### config.mk
export PLATFORM = sky130hd
export DESIGN_NAME = dsa_used
export DESIGN_NICKNAME = d
export VERILOG_FILES = /design/src/dsa_pkg.sv /design/src/dsa_used.sv
export SDC_FILE = /design/constraint.sdc
export NUM_CORES = 1
export LEC_CHECK = 0
export BUFFER_PORTS_ARGS = -buffer_cell sky130_fd_sc_hd__buf_2
export CAP_MARGIN = 20
export CORE_MARGIN = 4
export CORE_UTILIZATION = 30
export CTS_CLUSTER_SIZE = 24
export DETAILED_ROUTE_END_ITERATION = 10
export PLACE_DENSITY = 0.51
export SETUP_SLACK_MARGIN = 0.2
export SLEW_MARGIN = 30
export SYNTH_ARGS = -nofsm -noshare
export SYNTH_HDL_FRONTEND = slang
export SYNTH_SLANG_ARGS = --single-unit
### constraint.sdc
create_clock -name clk_i -period 52.2 [get_ports clk_i]
set_input_delay 2.61 -clock clk_i [delete_from_list [all_inputs] [get_ports clk_i]]
set_output_delay 2.61 -clock clk_i [all_outputs]
set_load 0.01 [all_outputs]
### src/dsa_pkg.sv
// Package for the deduplicating slot allocator: status codes and beat structs.
// No dependencies.
package dsa_pkg;

  localparam int unsigned HandleW = 10;
  localparam int unsigned KeyW    = 64;
  localparam int unsigned CapW    = 11;

  typedef enum logic [2:0] {
    ST_NEW      = 3'd0,
    ST_REUSED   = 3'd1,
    ST_FULL     = 3'd2,
    ST_RELEASED = 3'd3,
    ST_INVALID  = 3'd4
  } status_e;

  typedef enum logic {
    REQ_CREATE  = 1'b0,
    REQ_RELEASE = 1'b1
  } req_type_e;

  typedef struct packed {
    logic [0:0]         req_type;
    logic [KeyW-1:0]    key;
    logic [HandleW-1:0] release_index;
  } req_t;

  typedef struct packed {
    logic [HandleW-1:0] handle;
    logic [2:0]         status;
    logic               write_enable;
    logic               write_empty;
    logic [KeyW-1:0]    written_key;
  } rsp_t;

endpackage

### src/dsa_used.sv
// Used-bit memory with a clearing pass after reset, one entry a cycle.
// Registered read. Uses dsa_pkg.
module dsa_used import dsa_pkg::*; #(
  parameter int unsigned Depth = 1024
) (
  input  logic                     clk_i,
  input  logic                     rst_ni,
  output logic                     init_done_o,
  input  logic [$clog2(Depth)-1:0] rd_addr_i,
  output logic                     rd_used_o,
  input  logic                     wr_en_i,
  input  logic [$clog2(Depth)-1:0] wr_addr_i,
  input  logic                     wr_used_i
);

  localparam int unsigned AW = $clog2(Depth);

  logic mem [Depth];
  logic [AW:0] clr_q, clr_d;

  assign init_done_o = clr_q[AW];
  assign clr_d = init_done_o ? clr_q
               : ((clr_q[AW-1:0] == AW'(Depth-1)) ? {1'b1, AW'(0)} : clr_q + 1'b1);

  always_ff @(posedge clk_i or negedge rst_ni) begin
    if (!rst_ni) begin
      clr_q <= '0;
    end else begin
      clr_q <= clr_d;
    end
  end

  always_ff @(posedge clk_i) begin
    if (!init_done_o) begin
      mem[clr_q[AW-1:0]] <= 1'b0;
    end else if (wr_en_i) begin
      mem[wr_addr_i] <= wr_used_i;
    end
    rd_used_o <= mem[rd_addr_i];
  end

endmodule

### Word level (Yosys, flattened, before mapping)

Memories as Yosys holds them, arrays and structs flattened. A register that Yosys moved wholly into a read port is not among the register bits.
Index checks and enable logic that the tools add are counted.

* add/sub/neg operators: 1
* equal/unequal tests: 1
* muxes and demuxes: 9
* reduce and logical (&&, ||, !) cells: 1

Operators with widths (count)
* $mux W11: 2
* $add A11 B1 Y11 const B: 1
* $eq A10 B10 Y1 const B: 1
* $mux W10: 1
* $mux W1: 6
* $reduce_or A1 Y1: 1

* register bits after elaboration: 11
* RAM bits: 1024
* input port bits: 24
* output and inout port bits: 2
* logic and storage cells: 15
* memories: 1

Memories
* mem: words 1024, width 1, read ports 1, clocked after Yosys merged registers in 1, wr ports 1, RTL line dsa_used.sv:18 `logic mem [Depth];`

### Longest topological paths before layout

Gate-level depths: netlist of run 1.

* depth after elaboration: 5
* gate-level depth with buffers: 13
* depth with buffers taken out: 8

### Least setup slack after synthesis of run 1

Ideal clock, no wire load.

* path type: input -> register
* start point: input wr_used_i
* end point: memory mem[0] (data pin)
* library setup time: 2902 ps
* data arrival time: 15515 ps
* required time: 49298 ps
* setup slack: 33783 ps
* cell stages on the path: 1
* buffers on the path: 0
* cells stage by stage: and3_1

* word-level cells in the longest chain between the ends: 1

Ends and longest elaborated chain
* start: declaration: RTL line dsa_used.sv:13 `input logic wr_used_i`
* $mux W1 (no source line)
* end: declaration: RTL line dsa_used.sv:18

No other way between the ends.

==> metrics.md, run 1 <==
| Metric | Value |
|---|---|
| Maximum number of pins on one net before global-route repair | `about 270` |
| End of the worst hold path | `clr_q[8]$_DFFE_PN0N_` |
| Critical-path top delay cell | `buf_12` |
| Clock tree from TritonCTS | `yes` |
| Primary FF master, synth | `edfxtp_1` |
| DR pass1 iterations | `5` |
| Footprint of the multi-input gates | `13020 sq um` |
| Residual antenna-violating net count after detailed routing | `0` |
| Setup repair after global routing missed its margin | `no` |
| Highest Clock Rate | `0.1582 GHz` |
| Overflow left after global routing | `0` |
| Number of antenna violations at the first check in global routing | `8` |
| Relative slew slack | `approximately 35%` |
| Final clock period utilization by the worst path | `between 10% and 20%` |
| Number of I/O pins | `26` |
| Cells along the critical path | `buf_8, buf_4, buf_12, mux4_2, and2_1, o32a_1, o22ai_1, a211o_1, a31oi_1, a32oi_1, o211ai_1` |
| Depth of the CTS H-tree | `3` |
| Total nets after synthesis | `3202` |
| Pre-CTS setup slack | `~45 ns` |
| Wire length reported by the detailed router | `136.4 mm` |
| CTS buffer count | `111` |
| Number of warnings printed during yosys synthesis | `0` |
| Layout cell share with drive strength beyond 1 | `17.31%` |
| Leak | `12.45 nW` |
| Final hold violation count | `0` |
| Number of fill cells in the layout | `14560` |
| Global routing usage summed across all routing layers | `17.09%` |
| Result of the run | `complete, no violations` |
| Switching power total | `362.3 uW` |
| IR drop worst, VDD | `around 25 uV` |
| Category of the worst setup path launch point | `input port` |
| Post-layout minimum cycle time | `around 6.3 ns` |
| Count of unique library cells instantiated by Yosys | `65` |
| Share of the yosys chip area belonging to registers | `68.66%` |
| Wire length per cell after detailed routing | `26.24 um` |
| Horizontal die dimension | `396.2 um` |
| Gates resized, CTS repair | `0` |
| Crit path max fanout | `106` |
| Layout Skew | `0.02597 ns` |
| Worst slew pin tran | `between 0.9 and 1 ns` |
| Largest area contributor in the synthesized netlist | `edfxtp_1` |
| DRC violation total after the first TritonRoute iteration | `3567` |
| Post-synth top cells | `nor2_1, edfxtp_1, mux4_2` |
| Worst path top cell family by delay | `buffers and inverters` |
| Vias in the first global route | `27190` |
| Cell depth of the worst hold path | `1` |
| Flop2flop setup slack | `48.27 ns` |
| Worst reg2reg path depth | `7` |
| Critical Path End Type | `flop` |
| GP Congestion | `about 0.75` |
| Clock network latency to the later pin of the worst-skew pair | `0.69 ns` |
| Cell with the most instances after synthesis | `nor2_1` |
| Required @ worst endpoint | `52.76 ns` |
| Pwr per Cell Area | `33.62 nW/um^2` |
| FF+latch area | `31040 sq um` |
| Number of buffers and inverters on the critical path | `3` |
| Number of nets in the finished design | `3108` |
| Max Cap Viol | `0` |
| Post-Syn Instances | `about 3200` |
| Async SR Flop Fraction | `about 1.1%` |
| End of the worst register-to-register path | `mem[785]$_DFFE_PP_` |
| Longest Clk Path Bufs | `3` |
| Total number of vias | `27160` |
| Main area contributors after synthesis | `edfxtp_1, mux4_2, nor2_1, mux2i_1, clkbuf_1` |
| Die Footprint | `around 160000 sq um` |
| Category of the most critical setup path | `input port to flop` |
| Clock transition time at the flip-flop clock pins of the worst setup and hold paths | `0.06 ns` |
| Number of buffers inserted by hold repair at cts | `0` |
| Chip Height | `about 400 um` |
| Final-report setup violation count | `0` |
| Crit Reg-Reg Startpoint | `clr_q[10]$_DFF_PN0_` |
| Worst hold slack | `0.5299 ns` |
| Gate power share | `2.7%` |
| Synthesis-stage register bit count | `roughly 1000` |
| Internal power consumption | `about 1.3 mW` |
| Area added between synthesis and finish | `12.39%` |
| Input/output buffers | `25` |
| Site row count | `142` |
| Switching fraction of total power | `roughly a fifth` |
| Number of clock sinks | `1036` |
| Floorplan core area | `between 100000 and 150000 sq um` |
| First-pass GRT wire length | `195.3 mm` |
| Worst stage delay on the critical path | `0.75 ns` |
| Number of setup buffers added after CTS | `0` |
| Half-perimeter wire length after placement | `69.62 mm` |
| Top-area cell type share of the netlist area | `68.00%` |
| Worst hold start | `clr_q[8]$_DFFE_PN0N_` |
| Vias per inst | `5.226` |
| Type of the most critical hold path | `flop to flop` |
| Clock share of power | `about 45%` |
| Final total negative setup slack | `0 ns` |
| Initial cell density of the core | `30.19%` |
| Syn avg cell area | `14.23 sq um` |
| Slew Viols, Final | `0` |
| Synthesized area | `between 40000 and 50000 sq um` |
| Residual DRC count | `0` |
| Post-route worst setup slack | `45.88 ns` |
| Final core area utilization | `between 30% and 40%` |
| Root buffer cell | `clkbuf_16` |
| Seq pwr share | `around 53%` |
| CP Data Arrival Time | `around 6.9 ns` |
| Post-synth EDFFs | `1024` |
## logic make-up after synthesis
family / after synthesis / share of synthesized area, %
buffers and inverters: 304 / 3.121
xor gates and xnor gates: 7 / 0.1356
and+or+nand+nor: 1286 / 11.29
adders and majority gates: 1 / 0.02767
DFF: 1036 / 68.66
muxes: 335 / 13.47
AOI/OAI and AO/OA: 208 / 3.304
## worst max path at each step
stage / start / endpoint / slack (ns) / cells past startpoint
5_1_grt: rd_addr_i[0] / rd_used_o$_DFF_P_ / 45.61 / 11
3_5_place_dp: rd_addr_i[0] / rd_used_o$_DFF_P_ / 45.14 / 11
6_report: rd_addr_i[0] / rd_used_o$_DFF_P_ / 45.88 / 11
3_3_place_gp: rd_addr_i[0] / rd_used_o$_DFF_P_ / 44.88 / 10
4_1_cts: rd_addr_i[0] / rd_used_o$_DFF_P_ / 45.88 / 11
2_1_floorplan: wr_used_i / mem[0]$_DFFE_PP_ / 33.78 / 1
## cells in the final DEF, fill, tap and decap left out, drive strengths merged, types with 23 or more instances in the layout
master,n
nor2,1060
edfxtp,1024
mux4,218
clkbuf,152
mux2i,110
nand2,101
buf,89
a22oi,45
clkinv,44
a21oi,34
o221ai,27
nor3,26
nand3,23
## sequential cells by signal (all words and copies together) (netlist names)
register and flops:
clr_q 11, mem 1024, rd_used_o 1
## routing by layer
metal	GRT usage, %	vias up	routed length, um
met3	2.789	193	9524
li1	-	11530	-
met2	27.03	942	63720
met4	4.718	2	3293
met1	24.43	14490	59850
met5	0	-	13
## layout make-up
class | count | area share (%)
Clock buffer | 152 | 6.056
Clock inverter | 56 | 0.7878
Timing Repair Buffer | 89 | 1.421
Multi-Input combinational cell | 1837 | 25.61
Antenna cell | 3 | 0.01477
Inverter | 8 | 0.05909
Sequential cell | 1036 | 61.09
Tap cell | 2016 | 4.963
## per-stage QoR
stage	cells	power [mW]	area, sq um
final	5197	1.709	50820
after floorplan	3177	0.9482	45220
after global routing	5196	1.758	50820
after CTS	5192	1.722	50750
after global placement	4981	0.9644	47130
after detailed placement	4984	0.9644	47280
## power groups by stage
| stage | sequential (mW) | combinational, mW | clock [mW] |
|---|---|---|---|
| 2_1_floorplan | 0.918 | 0.0306 | 0 |
| 3_3_place_gp | 0.918 | 0.0466 | 0 |
| 3_5_place_dp | 0.918 | 0.0465 | 0 |
| 4_1_cts | 0.900 | 0.0466 | 0.775 |
| 5_1_grt | 0.900 | 0.0486 | 0.810 |
| 6_report | 0.900 | 0.0463 | 0.762 |
Power figures use the tool's default switching activity.
==> inputs of run 2 (changes only) <==
clock period = 6.1 ns   (was 52.2 ns; I/O delays follow)
==> run 2 against run 1 <==
  * Die area stayed put
  * Sequential power grew to 8.6 times the previous value
  * Sequential share of layout area down 0.18 points
  * Critical path type is now flop to flop
==> metrics.md, run 2 (synthesis gave the netlist of run 1 again) <==
| Metric | Value |
|---|---|
| Die Footprint | `157000 sq um (unchanged)` |
| End of the worst register-to-register path | `mem[809]$_DFFE_PP_` |
| Horizontal die dimension | `396.2 um (unchanged)` |
| Switching fraction of total power | `20.79% (-0.41 points)` |
| Residual DRC count | `0 (unchanged)` |
| Wire length per cell after detailed routing | `25.58 um (-2.5%)` |
| Number of setup buffers added after CTS | `0 (unchanged)` |
| First-pass GRT wire length | `191.2 mm (-2.1%)` |
| Crit Reg-Reg Startpoint | `clr_q[10]$_DFF_PN0_` |
| Initial cell density of the core | `30.19% (unchanged)` |
| Seq pwr share | `52.3% (-0.4 points)` |
| Max Cap Viol | `0 (unchanged)` |
| Slew Viols, Final | `0 (unchanged)` |
| Worst slew pin tran | `1.003 ns (+0.02247 ns)` |
| Final clock period utilization by the worst path | `73.25%` |
| Required @ worst endpoint | `6.50 ns (-46.26 ns)` |
| Category of the most critical setup path | `flop to flop` |
| Global routing usage summed across all routing layers | `16.67% (-0.43 points)` |
| Flop2flop setup slack | `1.63 ns (-46.64 ns)` |
| Worst stage delay on the critical path | `0.90 ns (+0.15 ns)` |
| Leak | `12.54 nW (+0.76%)` |
| Vias in the first global route | `26780 (-1.5%)` |
| Crit path max fanout | `22 (-79%)` |
| Wire length reported by the detailed router | `133.3 mm (-2.3%)` |
| Longest Clk Path Bufs | `3 (unchanged)` |
| Clock transition time at the flip-flop clock pins of the worst setup and hold paths | `0.06 ns (about the same)` |
| Chip Height | `396.2 um (unchanged)` |
| Gate power share | `2.8% (about the same)` |
| Switching power total | `3.062 mW (+750%)` |
| Most common cell after layout, fill and taps aside | `nor2_1` |
| CTS buffer count | `110 (-0.90%)` |
| Vias per inst | `5.194 (-0.62%)` |
| Residual antenna-violating net count after detailed routing | `0 (unchanged)` |
| Root buffer cell | `clkbuf_16` |
| Total number of vias | `27050 (-0.39%)` |
| CP Data Arrival Time | `4.86 ns (-2.02 ns)` |
| Final total negative setup slack | `0 ns (unchanged)` |
| Worst reg2reg path depth | `6 (-1)` |
| Number of antenna violations at the first check in global routing | `9 (+1)` |
| Number of clock sinks | `1036 (unchanged)` |
| Register containing the most flip-flops in the final layout | `mem` |
| Number of I/O pins | `26 (unchanged)` |
| Number of buffers inserted by hold repair at cts | `1 (+1)` |
| Layout cell share with drive strength beyond 1 | `17.04% (-0.26 points)` |
| Critical path startpoint | `clr_q[10]$_DFF_PN0_` |
| Critical-path top delay cell | `nor3b_2` |
| Site row count | `142 (unchanged)` |
| Floorplan core area | `149800 sq um (unchanged)` |
| DRC violation total after the first TritonRoute iteration | `3142 (-12%)` |
| Layout Skew | `0.02571 ns (-0.0002655 ns)` |
| Critical Path End Type | `flop` |
| Number of nets in the finished design | `3126 (+0.58%)` |
| Gates resized, CTS repair | `0 (unchanged)` |
| Overflow left after global routing | `0 (unchanged)` |
| Number of flip-flops under the largest register name | `1024 (unchanged)` |
| Result of the run | `complete, no violations` |
| Type of the most critical hold path | `input port to async pin` |
| Pwr per Cell Area | `288.9 nW/um^2 (+760%)` |
| Half-perimeter wire length after placement | `70.61 mm (+1.4%)` |
| Post-layout minimum cycle time | `4.469 ns` |
| Highest Clock Rate | `between 0.2 and 0.25 GHz` |
| Clock network latency to the later pin of the worst-skew pair | `0.70 ns (about the same)` |
| GP Congestion | `0.7593 (+1.1%)` |
| Setup repair after global routing missed its margin | `no` |
| Maximum number of pins on one net before global-route repair | `250 (-8.8%)` |
| Clock tree from TritonCTS | `yes` |
| Commonest cells after routing, fill and taps aside | `nor2_1, edfxtp_1, mux4_2, clkbuf_16, mux2i_1` |
| Largest registers in the final layout | `mem x1024, clr_q x11, rd_used_o x1` |
| DR pass1 iterations | `7 (+2)` |
| Cells along the critical path | `and2_1, mux2i_1, nor3b_2, nand3_1, or2_1, nor2_1` |
| Input/output buffers | `25 (unchanged)` |
| Internal power consumption | `11.66 mW (+770%)` |
| Final hold violation count | `0 (unchanged)` |
| IR drop worst, VDD | `215.7 uV (+780%)` |
| Last element of the critical path | `mem[809]$_DFFE_PP_` |
| Final core area utilization | `34.03% (+0.099 points)` |
| Relative slew slack | `33.12% (-1.5 points)` |
| Category of the worst setup path launch point | `flop` |
| Depth of the CTS H-tree | `3 (unchanged)` |
| Final-report setup violation count | `0 (unchanged)` |
| Clock share of power | `44.9% (+0.3 points)` |
| Area added between synthesis and finish | `12.72%` |
## run 2: how the worst min path moves through the flow
stage                      start                   end  slack, ns  cells past startpoint
after floorplan           rst_ni  clr_q[0]$_DFFE_PN0N_      0.009                      0
after global routing      rst_ni  clr_q[0]$_DFFE_PN0N_       0.06                      2
after CTS                 rst_ni  clr_q[0]$_DFFE_PN0N_       0.01                      2
after global placement    rst_ni  clr_q[0]$_DFFE_PN0N_       0.20                      1
after detailed placement  rst_ni  clr_q[0]$_DFFE_PN0N_       0.20                      1
final                     rst_ni  clr_q[0]$_DFFE_PN0N_       0.04                      2
## run 2: layout make-up
cell class,instances,area [sq um]
fill,14580,98810
antenna,1,2.502
tap,2016,2522
clock inverter,58,534.3
multi-input combinational,1837,12950
inverter,8,30.03
timing repair buffer,108,915.9
sequential,1036,31040
clock buffer,145,2969
## run 2: power groups by stage
stage / sequential, mW / combinational (mW) / clock (mW)
after CTS: 7.70 / 0.411 / 6.73
after floorplan: 7.85 / 0.262 / 0
after global placement: 7.85 / 0.410 / 0
after detailed placement: 7.85 / 0.410 / 0
after global routing: 7.70 / 0.429 / 7.02
final: 7.70 / 0.407 / 6.62
## run 2: routing by layer
| layer | up-vias | share of wire, % | wire [um] | global-route usage, % |
|---|---|---|---|---|
| met5 | - | 0.0098 | 13 | 0 |
| met4 | 2 | 2.9 | 3822 | 5.191 |
| met3 | 209 | 6.7 | 8994 | 2.399 |
| met2 | 949 | 47 | 63180 | 27.12 |
| met1 | 14340 | 43 | 57240 | 23.14 |
| li1 | 11560 | - | - | - |
## run 2: critical path: cells and delay by family (launching register included)
kind / cells / cell delay, ns
simple gates: 5 / 2.95
flops: 1 / 0.55
mux: 1 / 0.66
## run 2: per-stage QoR
step           instances  setup WS [ns]  hold WS, ns  cell area [sq um]  power [mW]
6_report            5209          1.631      0.03824              50970       14.73
5_1_grt             5208          1.421      0.05780              50970       15.15
4_1_cts             5207          1.723      0.01053              50940       14.85
3_5_place_dp        5003          1.729       0.2023              47430       8.262
3_3_place_gp        5003          1.809       0.1959              47360       8.262
2_1_floorplan       3177         0.4372     0.009409              45220       8.114
==> inputs of run 3 (changes only) <==
PLACE_DENSITY = 0.52   (was 0.51)
clock period = 3.95 ns   (was 6.1 ns; I/O delays follow)
==> run 3 against run 2 <==
  * Clock power up 50%
  * Design area up 1.5%
  * Worst hold slack better by 0.091 ns
  * Clock-buffer cell count up 7
  * Utilization up 0.51 points
  * Highest routed layer unchanged
  * Sequential cell count unchanged
  * Largest power group unchanged
  * Critical path type unchanged
  * Worst setup slack worse by 0.91 ns
  * Largest cell class unchanged
  * Sequential share of layout area down 0.90 points
  * Sequential power up 55%
==> metrics.md, run 3 (synthesis gave the netlist of run 1 again) <==
| Metric | Value |
|---|---|
| Post-route worst setup slack | `0.7205 ns (-0.9110 ns)` |
| Worst hold slack | `0.1295 ns (+0.09127 ns)` |
| Register containing the most flip-flops in the final layout | `mem` |
| First-pass GRT wire length | `195.8 mm (+2.4%)` |
| Non-filler cells in the finished layout | `5309 (+1.9%)` |
| Slew Viols, Final | `0 (unchanged)` |
| Wire length reported by the detailed router | `135.5 mm (+1.7%)` |
| Type of the most critical hold path | `input port to flop` |
| Clock tree from TritonCTS | `yes` |
| FF+latch area | `31040 sq um (unchanged)` |
| Layout cell share with drive strength beyond 1 | `18.49% (+1.4 points)` |
| Leak | `12.96 nW (+3.3%)` |
| CTS buffer count | `107 (-2.7%)` |
| Horizontal die dimension | `396.2 um (unchanged)` |
| Pre-CTS setup slack | `0.4791 ns (-1.250 ns)` |
| End of the worst hold path | `mem[827]$_DFFE_PP_` |
| Longest Clk Path Bufs | `3 (unchanged)` |
| Max Cap Viol | `0 (unchanged)` |
| Footprint of the multi-input gates | `12850 sq um (-0.75%)` |
| Vias per inst | `5.179 (-0.28%)` |
| Input/output buffers | `25 (unchanged)` |
| DRC violation total after the first TritonRoute iteration | `2941 (-6.4%)` |
| Result of the run | `complete, no violations` |
| Tot Pwr | `22.45 mW (+52%)` |
| Site row count | `142 (unchanged)` |
| Final hold violation count | `0 (unchanged)` |
| End of the worst register-to-register path | `mem[229]$_DFFE_PP_` |
| Worst slew pin tran | `0.9875 ns (-0.01561 ns)` |
| Residual DRC count | `0 (unchanged)` |
| Number of antenna violations at the first check in global routing | `12 (+3)` |
| Worst reg2reg path depth | `8 (+2)` |
| Commonest cells after routing, fill and taps aside | `nor2_1, edfxtp_1, mux4_2, buf_4, mux2i_1` |
| Residual antenna-violating net count after detailed routing | `0 (unchanged)` |
| Gates resized, CTS repair | `0 (unchanged)` |
| Cell depth of the worst hold path | `4` |
| Critical Path End Type | `flop` |
| Flop2flop setup slack | `0.72 ns (-0.91 ns)` |
| Largest registers in the final layout | `mem x1024, clr_q x11, rd_used_o x1` |
| Number of nets in the finished design | `3222 (+3.1%)` |
| Number of clock sinks | `1036 (unchanged)` |
| Overflow left after global routing | `0 (unchanged)` |
| Area added between synthesis and finish | `14.42%` |
| Required @ worst endpoint | `4.37 ns (-2.13 ns)` |
| Clock network latency to the later pin of the worst-skew pair | `0.72 ns (+0.02 ns)` |
| Die Footprint | `157000 sq um (unchanged)` |
| Pwr per Cell Area | `433.9 nW/um^2 (+50%)` |
| Total number of vias | `27500 (+1.6%)` |
| Number of setup buffers added after CTS | `0 (unchanged)` |
| IR drop worst, VDD | `340.3 uV (+58%)` |
| Setup repair after global routing missed its margin | `no` |
| Depth of the CTS H-tree | `3 (unchanged)` |
| Category of the worst setup path launch point | `flop` |
| Vias in the first global route | `27260 (+1.8%)` |
| Crit path max fanout | `16 (-27%)` |
| Chip Height | `396.2 um (unchanged)` |
| CP Data Arrival Time | `3.65 ns (-1.21 ns)` |
| Root buffer cell | `clkbuf_16` |
| Category of the most critical setup path | `flop to flop` |
| Global routing usage summed across all routing layers | `17.00% (+0.33 points)` |
| Placed Cells | `5101 (+2.0%)` |
| Half-perimeter wire length after placement | `78.18 mm (+11%)` |
| Number of fill cells in the layout | `14550 (-0.16%)` |
| Wire length per cell after detailed routing | `25.53 um (-0.20%)` |
| Final core area utilization | `34.54% (+0.51 points)` |
| Relative slew slack | `34.03% (+0.91 points)` |
| Crit Reg-Reg Startpoint | `clr_q[10]$_DFF_PN0_` |
| Worst hold start | `wr_addr_i[0]` |
| Post-layout minimum cycle time | `3.230 ns (-1.239 ns)` |
| Highest Clock Rate | `0.3096 GHz (+38%)` |
| Number of I/O pins | `26 (unchanged)` |
| Number of flip-flops under the largest register name | `1024 (unchanged)` |
| Maximum number of pins on one net before global-route repair | `153 (-39%)` |
| GP Congestion | `0.8138 (+7.2%)` |
| Final-report setup violation count | `0 (unchanged)` |
| Final clock period utilization by the worst path | `81.76% (+8.5 points)` |
| Most common cell after layout, fill and taps aside | `nor2_1` |
| DR pass1 iterations | `6 (-1)` |
| Floorplan core area | `149800 sq um (unchanged)` |
| Clock transition time at the flip-flop clock pins of the worst setup and hold paths | `0.06 ns (about the same)` |
| Layout Skew | `0.02034 ns (-0.005373 ns)` |
| Initial cell density of the core | `30.19% (unchanged)` |
run 3: cell count changes in the layout (fill, tap and decap cells not counted), sizes merged, moves of 3 or more:
cell	before	now
buf	107	204
clkinv	45	35
clkbuf	145	152
diode	1	4
run 3: through the flow:
step | area (sq um) | setup TNS [ns]
6_report | 51740 | 0
3_5_place_dp | 48340 | 0
5_1_grt | 51730 | 0
2_1_floorplan | 45230 | -1599.50
3_3_place_gp | 48340 | 0
4_1_cts | 51730 | 0
run 3: what timing repair did:
| item | 4_1_cts | 5_1_grt |
|---|---|---|
| setup endpoints to repair | 0 | 0 |
| hold endpoints to repair | 12 | 0 |
| hold buffers | 3 | 0 |
run 3: critical path, stage by stage, from the launching register on:
cell	delay (ns)
dfrtp_1	0.56
and2_1	0.38
buf_4	0.28
mux2i_1	0.22
buf_4	0.21
nand2_1	0.11
or3_2	0.74
buf_12	0.29
nor2_1	0.13
run 3: power by group:
part,switching [mW],total [mW],leakage [nW],internal [mW]
Combinational,0.409,0.648,4.13,0.239
Sequential,0.00455,11.9,7.20,11.9
Clock,4.29,9.91,1.62,5.61
run 3: cell type report:
type	count	area share (%)
antenna	4	0.01935
clock buffer	152	5.582
clock inverter	49	0.9093
inverter	8	0.05804
multi-input combinational	1837	24.84
sequential	1036	60.00
tap	2016	4.875
timing repair buffer	207	3.710
run 3: metal layers:
layer  share of wire [%]  track usage (%)
met5               0.041                0
met4                 2.6            4.909
met3                 6.1            2.296
met2                  48            27.93
met1                  43            23.61
run 3: worst max path at each step:
stage	cells after the start	slack, ns	start	end
floorplan	2	-1.56	clr_q[10]$_DFF_PN0_	mem[0]$_DFFE_PP_
global placement	10	0.43	rd_addr_i[0]	rd_used_o$_DFF_P_
detailed placement	10	0.48	rd_addr_i[0]	rd_used_o$_DFF_P_
CTS	7	0.73	clr_q[10]$_DFF_PN0_	mem[0]$_DFFE_PP_
global route	8	0.54	clr_q[10]$_DFF_PN0_	mem[997]$_DFFE_PP_
finish	8	0.72	clr_q[10]$_DFF_PN0_	mem[229]$_DFFE_PP_
